File: src/hdl/refkb_pkg.sv
// shared types and constants for the reference-counted key buffer table
package refkb_pkg;

  localparam int unsigned DEV_W  = 32;
  localparam int unsigned INO_W  = 64;
  localparam int unsigned REFS_W = 16;
  // slot index carried on the chain, wide enough for tables of up to 256 entries
  localparam int unsigned IDX_W  = 8;
  localparam int unsigned SLOT_W = 4;
  localparam int unsigned STAT_W = 3;

  localparam logic [REFS_W-1:0] REFS_MAX = '1;

  typedef enum logic [STAT_W-1:0] {
    STAT_HIT      = 3'd0,
    STAT_ALLOC    = 3'd1,
    STAT_NOSPACE  = 3'd2,
    STAT_HELD     = 3'd3,
    STAT_RELEASED = 3'd4,
    STAT_NOTFOUND = 3'd5
  } status_e;

  typedef enum logic [1:0] {
    UPD_ALLOC = 2'd0,
    UPD_SET   = 2'd1,
    UPD_FREE  = 2'd2
  } upd_op_e;

  // search token walking down the row of cells
  typedef struct packed {
    logic              valid;
    logic              hit;
    logic [IDX_W-1:0]  hit_idx;
    logic [REFS_W-1:0] hit_refs;
    logic              free_seen;
    logic [IDX_W-1:0]  free_idx;
  } token_t;

  // write-back command broadcast to all cells
  typedef struct packed {
    logic              en;
    upd_op_e           op;
    logic [IDX_W-1:0]  idx;
    logic [REFS_W-1:0] refs;
  } upd_t;

endpackage

File: src/hdl/refkb_cell.sv
// one table entry: key compare, token hand-off and write-back
module refkb_cell #(
  parameter int unsigned INDEX = 0
) (
  input  logic                              clk_i,
  input  logic                              rst_ni,
  input  refkb_pkg::token_t                 tok_i,
  output refkb_pkg::token_t                 tok_o,
  input  logic [refkb_pkg::DEV_W-1:0]       dev_i,
  input  logic [refkb_pkg::INO_W-1:0]       ino_i,
  input  refkb_pkg::upd_t                   upd_i
);
  import refkb_pkg::*;

  localparam logic [IDX_W-1:0] MY_IDX = IDX_W'(INDEX);

  logic              valid_q;
  logic [DEV_W-1:0]  dev_q;
  logic [INO_W-1:0]  ino_q;
  logic [REFS_W-1:0] refs_q;
  token_t            tok_q, tok_d;
  logic              match;
  logic              upd_me;

  assign match  = valid_q && (dev_q == dev_i) && (ino_q == ino_i);
  assign upd_me = upd_i.en && (upd_i.idx == MY_IDX);

  always_comb begin
    tok_d = tok_i;
    if (tok_i.valid && !tok_i.hit && match) begin
      tok_d.hit      = 1'b1;
      tok_d.hit_idx  = MY_IDX;
      tok_d.hit_refs = refs_q;
    end
    if (tok_i.valid && !tok_i.free_seen && !valid_q) begin
      tok_d.free_seen = 1'b1;
      tok_d.free_idx  = MY_IDX;
    end
  end

  always_ff @(posedge clk_i or negedge rst_ni) begin
    if (!rst_ni) begin
      tok_q   <= '0;
      valid_q <= 1'b0;
    end else begin
      tok_q <= tok_d;
      if (upd_me) begin
        case (upd_i.op)
          UPD_ALLOC: valid_q <= 1'b1;
          UPD_FREE:  valid_q <= 1'b0;
          default:   valid_q <= valid_q;
        endcase
      end
    end
  end

  always_ff @(posedge clk_i) begin
    if (upd_me) begin
      case (upd_i.op)
        UPD_ALLOC: begin
          dev_q  <= dev_i;
          ino_q  <= ino_i;
          refs_q <= upd_i.refs;
        end
        UPD_SET:   refs_q <= upd_i.refs;
        default:   refs_q <= refs_q;
      endcase
    end
  end

  assign tok_o = tok_q;

endmodule

File: src/hdl/refkb_ctrl.sv
// request sequencer: key capture, token launch, decision and write-back
module refkb_ctrl (
  input  logic                          clk_i,
  input  logic                          rst_ni,
  input  logic                          start,
  output logic                          busy,
  input  logic                          func_i,
  input  logic [refkb_pkg::DEV_W-1:0]   device_i,
  input  logic [refkb_pkg::INO_W-1:0]   inode_number_i,
  output logic [refkb_pkg::DEV_W-1:0]   key_dev_o,
  output logic [refkb_pkg::INO_W-1:0]   key_ino_o,
  output refkb_pkg::token_t             tok_head_o,
  input  refkb_pkg::token_t             tok_tail_i,
  output refkb_pkg::upd_t               upd_o,
  output logic                          done_o,
  output logic [refkb_pkg::STAT_W-1:0]  status_o,
  output logic [refkb_pkg::SLOT_W-1:0]  slot_o,
  output logic [refkb_pkg::REFS_W-1:0]  ref_count_o
);
  import refkb_pkg::*;

  typedef enum logic {
    S_IDLE,
    S_WALK
  } state_e;

  state_e            state_q;
  logic              inj_q;
  logic              func_q;
  logic [DEV_W-1:0]  dev_q;
  logic [INO_W-1:0]  ino_q;
  logic              done_q;
  status_e           stat_q, stat_d;
  logic [IDX_W-1:0]  idx_q, idx_d;
  logic [REFS_W-1:0] refs_q, refs_d;
  upd_t              upd_q, upd_d;
  logic [REFS_W-1:0] dec_refs;

  assign busy = (state_q != S_IDLE);

  assign dec_refs = (tok_tail_i.hit_refs != '0) ? tok_tail_i.hit_refs - 1'b1 : '0;

  always_comb begin
    stat_d = STAT_NOSPACE;
    idx_d  = '0;
    refs_d = '0;
    upd_d  = '0;
    if (!func_q) begin
      if (tok_tail_i.hit) begin
        stat_d    = STAT_HIT;
        idx_d     = tok_tail_i.hit_idx;
        refs_d    = (tok_tail_i.hit_refs == REFS_MAX) ? REFS_MAX
                                                      : tok_tail_i.hit_refs + 1'b1;
        upd_d.en  = 1'b1;
        upd_d.op  = UPD_SET;
      end else if (tok_tail_i.free_seen) begin
        stat_d    = STAT_ALLOC;
        idx_d     = tok_tail_i.free_idx;
        refs_d    = REFS_W'(1);
        upd_d.en  = 1'b1;
        upd_d.op  = UPD_ALLOC;
      end
    end else begin
      if (!tok_tail_i.hit) begin
        stat_d = STAT_NOTFOUND;
      end else if (dec_refs != '0) begin
        stat_d   = STAT_HELD;
        idx_d    = tok_tail_i.hit_idx;
        refs_d   = dec_refs;
        upd_d.en = 1'b1;
        upd_d.op = UPD_SET;
      end else begin
        stat_d   = STAT_RELEASED;
        idx_d    = tok_tail_i.hit_idx;
        upd_d.en = 1'b1;
        upd_d.op = UPD_FREE;
      end
    end
    upd_d.idx  = idx_d;
    upd_d.refs = refs_d;
  end

  always_ff @(posedge clk_i or negedge rst_ni) begin
    if (!rst_ni) begin
      state_q <= S_IDLE;
      inj_q   <= 1'b0;
      done_q  <= 1'b0;
      upd_q   <= '0;
    end else begin
      inj_q    <= 1'b0;
      done_q   <= 1'b0;
      upd_q.en <= 1'b0;
      case (state_q)
        S_IDLE: begin
          if (start) begin
            inj_q   <= 1'b1;
            state_q <= S_WALK;
          end
        end
        S_WALK: begin
          if (tok_tail_i.valid) begin
            done_q  <= 1'b1;
            upd_q   <= upd_d;
            state_q <= S_IDLE;
          end
        end
        default: state_q <= S_IDLE;
      endcase
    end
  end

  // payload registers
  always_ff @(posedge clk_i) begin
    if (start && !busy) begin
      func_q <= func_i;
      dev_q  <= device_i;
      ino_q  <= inode_number_i;
    end
    if (busy && tok_tail_i.valid) begin
      stat_q <= stat_d;
      idx_q  <= idx_d;
      refs_q <= refs_d;
    end
  end

  always_comb begin
    tok_head_o       = '0;
    tok_head_o.valid = inj_q;
  end

  assign key_dev_o   = dev_q;
  assign key_ino_o   = ino_q;
  assign upd_o       = upd_q;
  assign done_o      = done_q;
  assign status_o    = stat_q;
  assign slot_o      = idx_q[SLOT_W-1:0];
  assign ref_count_o = refs_q;

endmodule

File: src/hdl/refcounted_key_buffer_table.sv
// top level: reference-counted key buffer table built as a row of entry cells
//
// one request at a time: a get or put is taken when start is high and busy is
// low, and its result shows on status_o, slot_o and ref_count_o for exactly one
// cycle with done_o high; the receiver cannot stall and must take it then.
// from accept, the request passes the launch register, the token register of
// each cell in turn and the done register before its result cycle; the next
// one can be taken in that result cycle, and not before. the search token walks
// the row of cells one cell per cycle so that the lowest matching slot and the
// lowest free slot are found in order. the write-back to the chosen cell lands
// on the edge that ends the result cycle. reset empties the table at once
// through the per-entry valid bits; no clearing pass.
module refcounted_key_buffer_table #(
  parameter int unsigned TABLE_ENTRIES = 16
) (
  input  logic                          clk_i,
  input  logic                          rst_ni,
  input  logic                          start,
  output logic                          busy,
  input  logic                          func_i,
  input  logic [refkb_pkg::DEV_W-1:0]   device_i,
  input  logic [refkb_pkg::INO_W-1:0]   inode_number_i,
  output logic                          done_o,
  output logic [refkb_pkg::STAT_W-1:0]  status_o,
  output logic [refkb_pkg::SLOT_W-1:0]  slot_o,
  output logic [refkb_pkg::REFS_W-1:0]  ref_count_o
);
  import refkb_pkg::*;

  // token links: tok[0] enters the first cell, tok[TABLE_ENTRIES] leaves the last
  token_t            tok [TABLE_ENTRIES+1];
  upd_t              upd;
  logic [DEV_W-1:0]  key_dev;
  logic [INO_W-1:0]  key_ino;

  // sequencer: holds the key steady during the walk and decides at the tail
  refkb_ctrl u_ctrl (
    .clk_i          (clk_i),
    .rst_ni         (rst_ni),
    .start          (start),
    .busy           (busy),
    .func_i         (func_i),
    .device_i       (device_i),
    .inode_number_i (inode_number_i),
    .key_dev_o      (key_dev),
    .key_ino_o      (key_ino),
    .tok_head_o     (tok[0]),
    .tok_tail_i     (tok[TABLE_ENTRIES]),
    .upd_o          (upd),
    .done_o         (done_o),
    .status_o       (status_o),
    .slot_o         (slot_o),
    .ref_count_o    (ref_count_o)
  );

  // row of entry cells; each compares its own key and passes the token on
  for (genvar i = 0; i < TABLE_ENTRIES; i++) begin : g_cell
    refkb_cell #(
      .INDEX (i)
    ) u_cell (
      .clk_i  (clk_i),
      .rst_ni (rst_ni),
      .tok_i  (tok[i]),
      .tok_o  (tok[i+1]),
      .dev_i  (key_dev),
      .ino_i  (key_ino),
      .upd_i  (upd)
    );
  end

endmodule
File: config.mk
export PLATFORM = sky130hd
export DESIGN_NAME = refcounted_key_buffer_table
export DESIGN_NICKNAME = d
export VERILOG_FILES = /design/src/hdl/refkb_pkg.sv /design/src/hdl/refkb_cell.sv /design/src/hdl/refkb_ctrl.sv /design/src/hdl/refcounted_key_buffer_table.sv
export SDC_FILE = /design/constraint.sdc
export NUM_CORES = 2
export LEC_CHECK = 0
export BUFFER_PORTS_ARGS = -buffer_cell sky130_fd_sc_hd__buf_2
export CAP_MARGIN = 20
export CORE_UTILIZATION = 50
export DETAILED_ROUTE_END_ITERATION = 10
export PLACE_DENSITY = 0.64
export REMOVE_ABC_BUFFERS = 1
export SLEW_MARGIN = 5
export SYNTH_ARGS = -nofsm -noshare
export SYNTH_HDL_FRONTEND = slang
export SYNTH_SLANG_ARGS = --single-unit
export TNS_END_PERCENT = 30
File: constraint.sdc
create_clock -name clk_i -period 6.98 [get_ports clk_i]
set_input_delay 0.349 -clock clk_i [delete_from_list [all_inputs] [get_ports clk_i]]
set_output_delay 0.349 -clock clk_i [all_outputs]
set_load 0.1 [all_outputs]
==> out/metrics.csv <==
stage,metric,value,unit
floorplan,Die Wd,431.5,um
worst_setup_path,CP required,7.75,ns
logic_synthesis,Post-synth top cells,"edfxtp_1 (1912), xor2_1 (728), xnor2_1 (685)",
worst_setup_path,Crit. End Element,flop,
hold_path,Hold Crit Class,primary input to flop,
logic_synthesis,Post-Syn Instances,5519,
logic_synthesis,Post-synth EDFFs,1912,
floorplan,Core Box Area,0.1831,mm2
cts,H-tree depth,4,
cts,Clock transition at path regs,0.06,ns
drt,Routed WL,269100,um
global_routing,first-pass GRT wire length,376200,um
power,peak supply drop,0.2669,mV
floorplan,DIE HEIGHT,431.5,um
logic_synthesis,"Distinct cells, synth",69,
finish,ratio of cells with drive above 1 in the final layout,0.1686,
hold_path,depth of the worst hold-timing path,2,
cts,CTS Buf Count,232,
logic_synthesis,Mean Syn Cell Area,16.71,um2
power,power per cell area,310.9,mW/mm2
drt,Post-DRT Antenna Nets,0,
placement,Placer Congestion,0.9486,
worst_setup_path,worst path arrival time,5.01,ns
floorplan,# IOs,125,
sta,WHS,0.06113,ns
drt,drt via density,5.802,
drt,Pre-antenna DRT Iters,6,
worst_setup_path,Setup crit start kind,flop,
sta,Pins Over Slew Limit,0,
logic_synthesis,sequential area share after synthesis,0.7431,
floorplan,area of the die,0.1862,mm2
sta,Final Hold Fails,0,
drt,vias post-DR,50190,
logic_synthesis,Ys Warns,0,
cts,clk sinks,2356,
logic_synthesis,mapped cell area,0.09222,mm2
global_routing,total track usage,0.2901,
worst_setup_path,Reg2Reg Setup Slack,2.74,ns
logic_synthesis,Synth area leader,edfxtp_1,
placement,Port Buf Inserts,124,
floorplan,Initial Utilization,0.5037,
sta,fmax,235.8,MHz
sta,Slew headroom,0.1091,
drt,initial DRC count,5679,
logic_synthesis,Synth Register Bits,2356,
logic_synthesis,Synth top area share,0.6226,
logic_synthesis,Area contributors post-synth,"edfxtp_1 (62%), dfrtp_1 (12%), xor2_1 (6.9%)",
sta,PnR worst setup slack,2.739,ns
worst_setup_path,Setup crit end,g_cell[3].u_cell.tok_o[20],
drt,drt wl/cell,31.11,um
floorplan,FP Rows,157,
worst_setup_path,CP Launch Point,u_ctrl.key_ino_o[21],
cts,# Post-CTS Setup Buffers,0,
cts,worst-skew pair later-pin latency,0.89,ns
cts,CTS tree,built,
global_routing,vias in the first global route,48970,
placement,post-DP HPWL,173600,um
finish,diodes inserted,0,
sta,crit share post-route,0.6076,
worst_setup_path,"Max FO, Critical Path",19,
worst_setup_path,cell depth of the worst flop-to-flop path,7,
logic_synthesis,Main synth FF type,edfxtp_1,
worst_setup_path,FF-to-FF Start,u_ctrl.key_ino_o[21],
sta,setup TNS,0,ns
logic_synthesis,ys async rst share,0.1885,
logic_synthesis,most used standard cell by instance count after synthesis,edfxtp_1,
global_routing,"Remaining Overflow, GRT",0,
global_routing,initial antenna violation count,10,
cts,clk root buf,clkbuf_16,
worst_setup_path,worst setup path class,flop to flop,
run_status,status,completed,
finish,Final nets,6096,
sta,worst slew pin tran,1.324,ns
sta,worst clock skew,0.04237,ns
sta,RSZ-0062 raised after global routing,no,
flow_run,maxcap violations,0,
cts,post-CTS resize count,0,
worst_setup_path,R2R Path End,g_cell[3].u_cell.tok_o[20],
drt,drt drc,0,
power,leak pwr,37.40,nW
placement,dpl ws,2.787,ns
sta,Period minus WS final,4.241,ns
finish,Area Growth Syn to Fin,14.70,%
cts,clk buf depth,3,
global_routing,largest net degree at the start of global routing,165,
sta,final setup fails,0,
==> per-stage QoR <==
stage | instance area, um2 | power (mW) | utilization | std cells
6_report | 105800 | 32.89 | 0.5778 | 8650
5_1_grt | 105800 | 33.74 | 0.5778 | 8650
4_1_cts | 105700 | 33.01 | 0.5775 | 8647
3_5_place_dp | 97190 | 20.73 | 0.5309 | 8122
3_3_place_gp | 97110 | 20.66 | 0.5304 | 8114
2_1_floorplan | 91070 | 18.61 | - | 5269
==> layout by cell type (no fill, tap or decap), types with 32 or more instances in the layout <==
| master | netlist | layout |
|---|---|---|
| xnor2_1 | 685 | 685 |
| nand2_1 | 110 | 110 |
| clkinv_2 | 0 | 36 |
| nand4_1 | 221 | 221 |
| mux2_2 | 227 | 227 |
| dfrtp_1 | 444 | 444 |
| dlygate4sd3_1 | 0 | 98 |
| nand3_1 | 37 | 37 |
| nor2_1 | 72 | 55 |
| nor4_1 | 238 | 229 |
| nor3_1 | 33 | 32 |
| edfxtp_1 | 1912 | 1912 |
| clkbuf_1 | 90 | 50 |
| o22ai_1 | 48 | 48 |
| o21ai_0 | 51 | 51 |
| buf_2 | 127 | 127 |
| buf_4 | 3 | 244 |
| clkinv_1 | 0 | 42 |
| nand2b_1 | 67 | 67 |
| clkbuf_16 | 0 | 236 |
| or2_2 | 37 | 37 |
| and2_1 | 35 | 35 |
| xor2_1 | 728 | 728 |
| inv_1 | 85 | 85 |
==> where the power goes <==
part | internal, mW | switching, mW
sequential | 16.0 | 0.435
clock | 6.98 | 5.40
combinational | 1.18 | 2.89
total | 24.2 | 8.73
==> registers in the layout, summed over array words and instances, names as in the netlist <==
register,flops
u_ctrl.ref_count_o,16
g_cell.u_cell.refs_q,256
u_ctrl.upd_o,23
u_ctrl.busy,1
u_ctrl.func_q,1
u_ctrl.inj_q,1
u_ctrl.done_o,1
u_ctrl.status_o,3
u_ctrl.key_dev_o,32
u_ctrl.key_ino_o,64
g_cell.u_cell.tok_o,402
g_cell.u_cell.ino_q,1024
g_cell.u_cell.valid_q,16
g_cell.u_cell.dev_q,512
u_ctrl.idx_q,4
==> worst max-delay path: stages (launching register included) <==
cell and delay [ns]:
edfxtp_1 0.87, buf_4 0.35, xnor2_1 0.14, nand4_1 0.22, nor4_1 0.60, nand4_1 0.34, or4_1 1.09, mux2_2 0.47
==> layout make-up <==
type	count	area (um2)
fill	14090	77300
sequential	2356	68530
multi-input combinational	2825	22430
clock buffer	313	6465
timing repair buffer	490	3850
tap	2464	3083
clock inverter	114	1096
inverter	88	330.3
==> metal layers <==
layer  track usage  part of all wire  vias up
met1        0.3919              0.39    26160
met4        0.1098             0.041        4
li1              -                 -    21180
met3       0.04403             0.082      452
met2        0.4763              0.48     2392
met5             0          0.000074        -
==> worst min-delay path by stage <==
stage	slack, ns	from	endpoint
after floorplan	0.05	rst_ni	g_cell[0].u_cell.tok_o[10]
after detailed placement	0.38	g_cell[7].u_cell.tok_o[34]	g_cell[8].u_cell.tok_o[34]
final	0.06	start	u_ctrl.key_ino_o[33]
after global placement	0.38	g_cell[7].u_cell.tok_o[34]	g_cell[8].u_cell.tok_o[34]
after global routing	0.05	start	u_ctrl.key_ino_o[47]
after CTS	0.03	start	u_ctrl.key_dev_o[31]
==> cell families after synthesis <==
logic type | after synthesis | synth area share
xor gates and xnor gates | 1413 | 0.1342
buffers and inverters | 338 | 0.01601
AOI/OAI and AO/OA | 244 | 0.01909
DFF | 2356 | 0.7431
adders and majority gates | 3 | 0.0004071
and+or+nand+nor | 927 | 0.05795
muxes | 238 | 0.02929
==> timing repair <==
item	CTS	global route
setup endpoints to repair	0	0
hold buffers	98	0
endpoints found under the hold margin	201	0
(Power assumes the default switching activity.)
